==> src/rtl/core/lht_pkg.sv <==
// Shared types and constants for the lease handle table.
// No dependencies; used by lht_cell, lease_handle_table and the testbench.
`timescale 1ns / 1ps
`default_nettype none

package lht_pkg;

  localparam int SLOTS     = 64;
  localparam int ID_W      = 32;
  localparam int CNT_W     = $clog2(SLOTS + 1);
  localparam int CAP_W     = 7;
  localparam int REV_W     = 32;
  localparam int STAT_W    = 3;
  localparam int CFG_IDX_W = 2;
  localparam int CFG_W     = 32;

  typedef enum logic [CFG_IDX_W-1:0] {
    CFG_CAPACITY = 2'd0,
    CFG_CLOSED   = 2'd1,
    CFG_REVISION = 2'd2
  } cfg_idx_e;

  typedef enum logic {
    CMD_ACQUIRE = 1'b0,
    CMD_RELEASE = 1'b1
  } cmd_e;

  typedef enum logic [STAT_W-1:0] {
    STAT_OK        = 3'd0,
    STAT_CLOSED    = 3'd1,
    STAT_FULL      = 3'd2,
    STAT_NOT_FOUND = 3'd3,
    STAT_EXHAUSTED = 3'd4
  } status_e;

  typedef enum logic [1:0] {
    ST_IDLE    = 2'b01,
    ST_RESOLVE = 2'b10
  } state_e;

  // Broadcast from the controller to every cell of the row.
  typedef struct packed {
    logic            cmp_en;
    logic            app_en;
    logic            shift_en;
    logic [ID_W-1:0] key;
  } cell_ctrl_t;

endpackage

`default_nettype wire

==> src/rtl/core/lht_cell.sv <==
// One slot of the lease table: holds an ID, compares it against the search key
// and takes its upper neighbor's ID when the row closes a gap. Uses lht_pkg.
`timescale 1ns / 1ps
`default_nettype none

module lht_cell
  import lht_pkg::*;
(
  input  wire logic            clk_i,
  input  wire logic            rst_ni,
  input  wire cell_ctrl_t      ctrl_i,
  input  wire logic            active_i,
  input  wire logic            tail_i,
  input  wire logic [ID_W-1:0] next_entry_i,
  input  wire logic            hit_i,
  output      logic            hit_o,
  output      logic [ID_W-1:0] entry_o
);

  logic [ID_W-1:0] entry_q, entry_d;
  logic            match_q, match_d;

  // The hit flag ripples upward: every active cell at or above the matching
  // slot sees it set and pulls its neighbor down by one place.
  assign hit_o   = hit_i | match_q;
  assign entry_o = entry_q;

  always_comb begin
    match_d = match_q;
    if (ctrl_i.cmp_en) begin
      match_d = active_i && (entry_q == ctrl_i.key);
    end
  end

  always_comb begin
    entry_d = entry_q;
    if (ctrl_i.app_en && tail_i) begin
      entry_d = ctrl_i.key;
    end else if (ctrl_i.shift_en && hit_o && active_i) begin
      entry_d = next_entry_i;
    end
  end

  always_ff @(posedge clk_i or negedge rst_ni) begin
    if (!rst_ni) begin
      match_q <= 1'b0;
    end else begin
      match_q <= match_d;
    end
  end

  always_ff @(posedge clk_i) begin
    entry_q <= entry_d;
  end

endmodule

`default_nettype wire

==> config.mk <==
export PLATFORM = sky130hd
export DESIGN_NAME = lht_cell
export DESIGN_NICKNAME = d
export VERILOG_FILES = /design/src/rtl/core/lht_pkg.sv /design/src/rtl/core/lht_cell.sv
export SDC_FILE = /design/constraint.sdc
export NUM_CORES = 1
export LEC_CHECK = 0
export BUFFER_PORTS_ARGS = -buffer_cell sky130_fd_sc_hd__clkbuf_2
export CAP_MARGIN = 30
export CORE_MARGIN = 8
export CORE_UTILIZATION = 48
export CTS_BUF_LIST = sky130_fd_sc_hd__clkbuf_2 sky130_fd_sc_hd__clkbuf_4 sky130_fd_sc_hd__clkbuf_8
export DETAILED_ROUTE_END_ITERATION = 10
export GPL_TIMING_DRIVEN = 0
export PLACE_DENSITY_LB_ADDON = 0.05
export SLEW_MARGIN = 20
export SYNTH_ARGS = -nofsm -noshare
export SYNTH_HDL_FRONTEND = slang
export SYNTH_SLANG_ARGS = --single-unit
==> constraint.sdc <==
create_clock -name clk_i -period 4.1 [get_ports clk_i]
set_input_delay 0.615 -clock clk_i [delete_from_list [all_inputs] [get_ports clk_i]]
set_output_delay 0.615 -clock clk_i [all_outputs]
set_load 0.03 [all_outputs]
### Word-level counts from Yosys, hierarchy flattened

Index checks and enable logic that the tools add are counted.
Widths: inputs -> output; s select.

* register bits: 33
* bits in latches: 0
* memory bits (writable): 0
* bits in read-only memories: 0
* bits of input ports: 72
* output and inout bits: 33
* logic and storage cells: 11
* memories: 0

* add/sub/neg operators: 0
* multipliers: 0
* div/mod/pow operators: 0
* $lt $le $gt $ge: 0
* eq/ne operators: 1
* shift-type cells: 0
* multiplexer cells: 2
* bitwise logic cells: 1
* reduce and logical (&&, ||, !) cells: 5

Operators by type and width (number)
* $mux 32: 2
* $eq 32x32->1: 1
* $logic_and 1x1->1: 4
* $reduce_bool 2->1: 1
* $or 1x1->1: 1

### Longest topological paths before layout

Gate-level depths: netlist of run 1.

* depth after elaboration: 5
* depth in mapped cells: 4
* gate-level depth less buffers: 4

### Least setup slack after synthesis of run 1

OpenSTA, ideal clock, no wires.

* path kind: in2reg
* start: input port hit_i
* end: register entry_q[0], in the netlist entry_o[0] (enable)
* library setup time: 394 ps
* arrival: 1723 ps
* required time: 3706 ps
* setup slack: 1983 ps
* stages: 2
* buffers on the path: 0
* cells stage by stage: or2_2 > a32o_1

* longest elaborated chain between the ends: 4

Ends and longest elaborated chain
* start, declared: line lht_cell.sv:15 `input wire logic hit_i,`
* $or 1x1->1: line lht_cell.sv:25 `assign hit_o = hit_i | match_q;`
* $logic_and 1x1->1 (2 in a row): line lht_cell.sv:39 `end else if (ctrl_i.shift_en && hit_o && active_i) begin`
* $reduce_bool 2->1 (no line)
* end signal, assigned: line lht_cell.sv:53 `entry_q <= entry_d;`
* end, declared: line lht_cell.sv:20 `logic [ID_W-1:0] entry_q, entry_d;`

No other way between the ends.
A chain may end at the register's enable or synchronous reset.

### Worst setup path in the final report of run 1

* start: register match_q
* end: output port hit_o

* longest elaborated chain between the ends: 1

Ends and longest elaborated chain
* start, declared: line lht_cell.sv:21 `logic match_q, match_d;`
* start signal, assigned: line lht_cell.sv:48 `match_q <= match_d;`
* $or 1x1->1: line lht_cell.sv:25
* end, declared: line lht_cell.sv:16 `output logic hit_o,`

No other way between the ends.

==> results.py, run 1 <==
metrics = {
    "job": {
        "cap_violations": 0,
    },
    "yosys": {
        "syn_avg_cell_area_um2": 15.1,
        "syn-num-nets": 188,
        "yosysSeqAreaShare": 0.564,
        "postSynth.asyncResetShare": 0.0303,
        "syn_area_um2": 1750,
        "synth_ff_type": "edfxtp_1",
        "synthCells": 116,
        "yosys.area.top_type": "edfxtp_1",
        "ys_seq_elements": 33,
        "ys_warn_count": 0,
        "synth_common_cells": "32 x edfxtp_1, 32 x mux2_2, 16 x xnor2_1, 16 x xor2_1",
        "synth.distinct_cells": 15,
        "synth_edf_count": 32,
        "synth_top_area_frac": 0.550,
        "ys_top_cells_by_area": "edfxtp_1 55%, mux2_2 21%, xnor2_1 8.0%",
    },
    "floorplan": {
        "io_pins": 105,
        "die_x_um": 76.3,
        "core_area_um2": 3580,
        "initial_utilization": 0.488,
        "die_area_um2": 5830,
        "die_y_um": 76.3,
        "num_rows": 22,
    },
    "detailed_routing": {
        "post_drt_wl_per_cell_um": 16.6,
        "wl_um": 4600,
        "drtAntennaViolNets": 0,
        "num_vias": 1360,
        "drt_iter0_drc": 75,
        "drc": 0,
        "dr.pass1.iters": 4,
        "vias_per_cell": 4.91,
    },
    "cts": {
        "cts_made_buffers": 5,
        "cts_resized": 0,
        "cts_buffer_depth": 2,
        "hold_buffers": 0,
        "path_clk_slew_ns": 0.10,
        "post_cts_buffers": 0,
        "htree_num_levels": 2,
        "clk_latency_ns": 0.33,
        "cts_sinks": 33,
        "cts_tree": "built",
        "clockRootBuffer": "clkbuf_4",
    },
    "grt": {
        "antenna_found_initial": 0,
        "grt_max_degree": 21,
        "track_usage": 0.160,
        "grt_overflow": 0,
        "grt_pass1_wl_um": 7510,
        "grt_pass1_vias": 1580,
    },
    "finish": {
        "fin_nets": 300,
        "drive_above_1_share": 0.651,
        "fin_util": 0.673,
        "antenna_cells": 0,
        "area_growth_pct": 37.7,
    },
    "placed_design": {
        "place_congestion": 0.730,
        "numPortBuffers": 104,
        "dpl_worst_slack_ns": 2.23,
        "hpwl_um": 3890,
    },
    "pwr": {
        "leakage_nw": 1.06,
        "p_per_area_nw_per_um2": 348,
        "irDropWorstVdd_v": 0.000222,
        "finalPower_mw": 0.838,
    },
    "timing": {
        "rsz0062_at_grt": "false",
        "fin_ws_ns": 2.27,
        "skew_ns": 0.00697,
        "fmax_ghz": 0.546,
        "min_period_ns": 1.83,
        "post-route-period-util": 0.447,
        "drv_slew": 0,
        "worst_pin_slew_ns": 0.411,
        "final_hold_viol_count": 0,
        "setup_violations": 0,
        "maxSlewHeadroom": 0.726,
        "setup_tns_ns": 0,
    },
    "min_path": {
        "hold_path.class": "primary input to asynchronous set/reset pin",
    },
    "setup_path": {
        "crit_arrival_ns": 1.22,
        "crit_required_ns": 3.48,
        "slowest_stage": "dfrtp_1",
        "crit_path_start_kind": "flip-flop",
        "end_kind": "output pin",
        "crit_type": "flip-flop to output pin",
        "path_cells": "or2_2 -> clkbuf_2",
        "worst-path-buf-inv": 1,
        "crit_family": "flip-flops",
        "slowest_delay_ns": 0.38,
        "crit_fanout": 2,
    },
    "run_status": {
        "outcome": "completed",
    },
}
placed cells by master (no fill, tap or decap), types with 3 or more instances in the layout:
| cell type | count |
|---|---|
| clkbuf_2 | 104 |
| xnor2_1 | 16 |
| nor4_1 | 4 |
| xor2_1 | 16 |
| buf_2 | 3 |
| edfxtp_1 | 32 |
| clkbuf_4 | 5 |
| nand4_1 | 4 |
| mux2_2 | 32 |
power breakdown:
part | switching [mW] | internal [mW]
Clock | 0.108 | 0.0619
Combinational | 0.135 | 0.0989
Sequential | 0.0219 | 0.412
Total | 0.266 | 0.573
per-stage QoR:
step	area (µm²)	cells	hold slack, ns
after floorplan	1750	116	0.319
after global placement	2330	268	0.396
after detailed placement	2360	269	0.397
after CTS	2410	277	0.0233
after global routing	2410	277	0.00927
final	2410	277	0.0431
final cells by class:
| cell class | instances | area, µm² |
|---|---|---|
| fillers | 286 | 1170 |
| plain buffers | 3 | 15.0 |
| multi-input cells | 80 | 748 |
| clock buffers | 5 | 37.5 |
| repair buffers | 105 | 548 |
| clock inverters | 3 | 12.5 |
| flip-flops and latches | 33 | 986 |
| well taps | 48 | 60.1 |
per-layer routing:
layer / track usage / vias up / share of wire
met1: 0.166 / 630 / 0.38
met5: 0 / - / 0
met4: 0.0462 / 0 / 0.010
li1: - / 666 / -
met2: 0.278 / 59 / 0.52
met3: 0.0802 / 5 / 0.098
cell families (layout without fill, tap and decap cells):
family | after synthesis | after routing | share of synthesized area
xor gates and xnor gates | 32 | 32 | 0.160
AOI/OAI and AO/OA | 2 | 2 | 0.0129
DFF | 33 | 33 | 0.564
muxes | 32 | 32 | 0.206
and+or+nand+nor | 14 | 14 | 0.0480
buffers and inverters | 3 | 116 | 0.00859
path summary, 6_finish.rpt:
kind	startpoint	to	slack, ns	cells after the start
setup / recovery	match_q$_DFFE_PN0P_	hit_o	2.27	2
hold / removal	rst_ni	match_q$_DFFE_PN0P_	0.04	1
setup reg to reg	match_q$_DFFE_PN0P_	entry_o[10]$_DFFE_PP_	2.55	3
hold reg to reg	match_q$_DFFE_PN0P_	match_q$_DFFE_PN0P_	0.51	2
max in group asynchronous	rst_ni	match_q$_DFFE_PN0P_	3.97	1
min in group clk_i	match_q$_DFFE_PN0P_	match_q$_DFFE_PN0P_	0.51	2
state kept, by name (all words and copies together) (netlist names):
name / count
match_q: 1
entry_o: 32
(Power assumes the default switching activity.)
==> run 2, diff against run 1 <==
- CORE_UTILIZATION: 48 -> 45
- clock period: 4.1 -> 1.71 ns (I/O delays scaled with it)
==> run 2 against run 1 <==
Compared with the run above: clock skew is 0.0019 ns higher; count of clock-buffer cells in the layout rose by 1; sequential cell count unchanged; highest routed layer unchanged; worst setup slack worse by 2.1 ns; non-clock buffer count stayed put; clock power increased to 3.4 times the previous value; routed wire length shrank 1.0%; critical endpoint is now match_q$_DFFE_PN0P_; sequential power grew 140%; register-to-register slack got worse by 2.4 ns; global-route usage fell by 1.2 points.
==> results.py, run 2 (same netlist as run 1, synthesis figures left out) <==
metrics = {
    "job": {
        "cap_violations": 0,
    },
    "finish": {
        "final_cell_area_um2": 2440,
        "drive_above_1_share": 0.655,
        "largest_reg_flops": 32,
        "fin_nets": 300,
        "fin_util": 0.660,
        "area_growth_pct": 39.4,
        "antenna_cells": 0,
        "final_common_cell": "clkbuf_2",
        "mostFrequentLayoutCells": "104 x clkbuf_2, 32 x mux2_2, 32 x edfxtp_1, 16 x xnor2_1, 16 x xor2_1",
    },
    "min_path": {
        "hold_path.class": "primary input to flip-flop",
    },
    "cts": {
        "clockRootBuffer": "clkbuf_8",
        "cts_sinks": 33,
        "htree_num_levels": 2,
        "path_clk_slew_ns": 0.07,
        "cts_buffer_depth": 2,
        "cts_tree": "built",
        "cts_made_buffers": 5,
        "clk_latency_ns": 0.28,
    },
    "pwr": {
        "irDropWorstVdd_v": 0.000693,
        "p_per_area_nw_per_um2": 890,
        "leakage_nw": 1.07,
    },
    "timing": {
        "skew_ns": 0.00891,
        "final_hold_viol_count": 0,
        "rsz0062_at_grt": "false",
        "min_period_ns": 1.56,
        "worst_pin_slew_ns": 0.439,
        "setup_tns_ns": 0,
        "whs_ns": 0.257,
        "drv_slew": 0,
        "maxSlewHeadroom": 0.707,
        "setup_violations": 0,
        "post-route-period-util": 0.911,
        "fmax_ghz": 0.642,
    },
    "setup_path": {
        "crit_type": "flip-flop to flip-flop",
        "crit_fanout": 2,
        "slowest_stage": "or4_1",
        "end_kind": "flip-flop",
        "slowest_delay_ns": 0.58,
        "crit_path_start_kind": "flip-flop",
        "crit_arrival_ns": 1.76,
        "crit_required_ns": 1.91,
        "path_cells": "xnor2_1 -> nand4_1 -> or4_1 -> o31ai_2",
    },
    "grt": {
        "track_usage": 0.148,
        "grt_pass1_vias": 1511,
        "antenna_found_initial": 0,
        "grt_pass1_wl_um": 7290,
        "grt_max_degree": 33,
        "grt_overflow": 0,
    },
    "placed_design": {
        "postPlaceCellArea_um2": 2330,
        "numPortBuffers": 104,
        "place_congestion": 0.768,
    },
    "detailed_routing": {
        "post_drt_wl_per_cell_um": 16.4,
        "dr.pass1.iters": 4,
        "wl_um": 4560,
        "num_vias": 1335,
        "drc": 0,
        "drtAntennaViolNets": 0,
        "vias_per_cell": 4.82,
        "drt_iter0_drc": 63,
    },
    "floorplan": {
        "num_rows": 22,
        "die_y_um": 78.3,
        "io_pins": 105,
        "die_area_um2": 6130,
        "initial_utilization": 0.474,
        "die_x_um": 78.3,
        "core_area_um2": 3690,
    },
    "run_status": {
        "outcome": "completed",
    },
}
[run 2: power breakdown]
group	internal (mW)	switching, mW	leakage (nW)
registers	0.989	0.0510	0.319
clock network	0.298	0.277	0.0484
logic	0.231	0.322	0.700
[run 2: cell type report]
| cell class | count | area, µm² |
|---|---|---|
| fill | 321 | 1250 |
| sequential | 33 | 986 |
| multi-input combinational | 80 | 758 |
| timing repair buffer | 105 | 531 |
| clock buffer | 6 | 76.3 |
| tap | 48 | 60.1 |
| buffer | 3 | 15.0 |
| clock inverter | 2 | 10.0 |
[run 2: worst paths after layout]
kind                                  endpoint  cells after the start             startpoint  slack, ns
max                        match_q$_DFFE_PN0P_                      4  entry_o[15]$_DFFE_PP_       0.15
min                        match_q$_DFFE_PN0P_                      3             ctrl_i[34]       0.26
max reg2reg                match_q$_DFFE_PN0P_                      4  entry_o[15]$_DFFE_PP_       0.15
min reg2reg                match_q$_DFFE_PN0P_                      2    match_q$_DFFE_PN0P_       0.53
max in group asynchronous  match_q$_DFFE_PN0P_                      2                 rst_ni       1.34
min in group asynchronous  match_q$_DFFE_PN0P_                      2                 rst_ni       0.28
[run 2: critical path: cells and delay by family, from the launching register on]
family / cells / cell delay [ns]
simple gates: 2 / 0.72
flops: 1 / 0.41
compound gates: 1 / 0.19
xor+xnor: 1 / 0.15
[run 2: through the flow]
step / power (mW) / std cells / worst slack [ns]
after floorplan: 1.40 / 116 / 0.128
after global placement: 1.60 / 268 / 0.101
after detailed placement: 1.61 / 268 / 0.0421
after CTS: 2.20 / 277 / 0.0282
after global routing: 2.28 / 277 / 0.0571
final: 2.17 / 277 / 0.152
[run 2: timing repair]
item / CTS / global route
resized for setup: 0 / 1
endpoints found under the setup margin: 0 / 32
hold endpoints to repair: 1 / 0
hold buffers: 1 / 0
buffers inserted: 0 / 0
[run 2: metal layers]
layer,GRT usage,up-vias,part of all wire
li1,-,659,-
met1,0.167,605,0.40
met2,0.239,65,0.48
met3,0.0740,6,0.11
met4,0.0463,0,0.014
met5,0,-,0
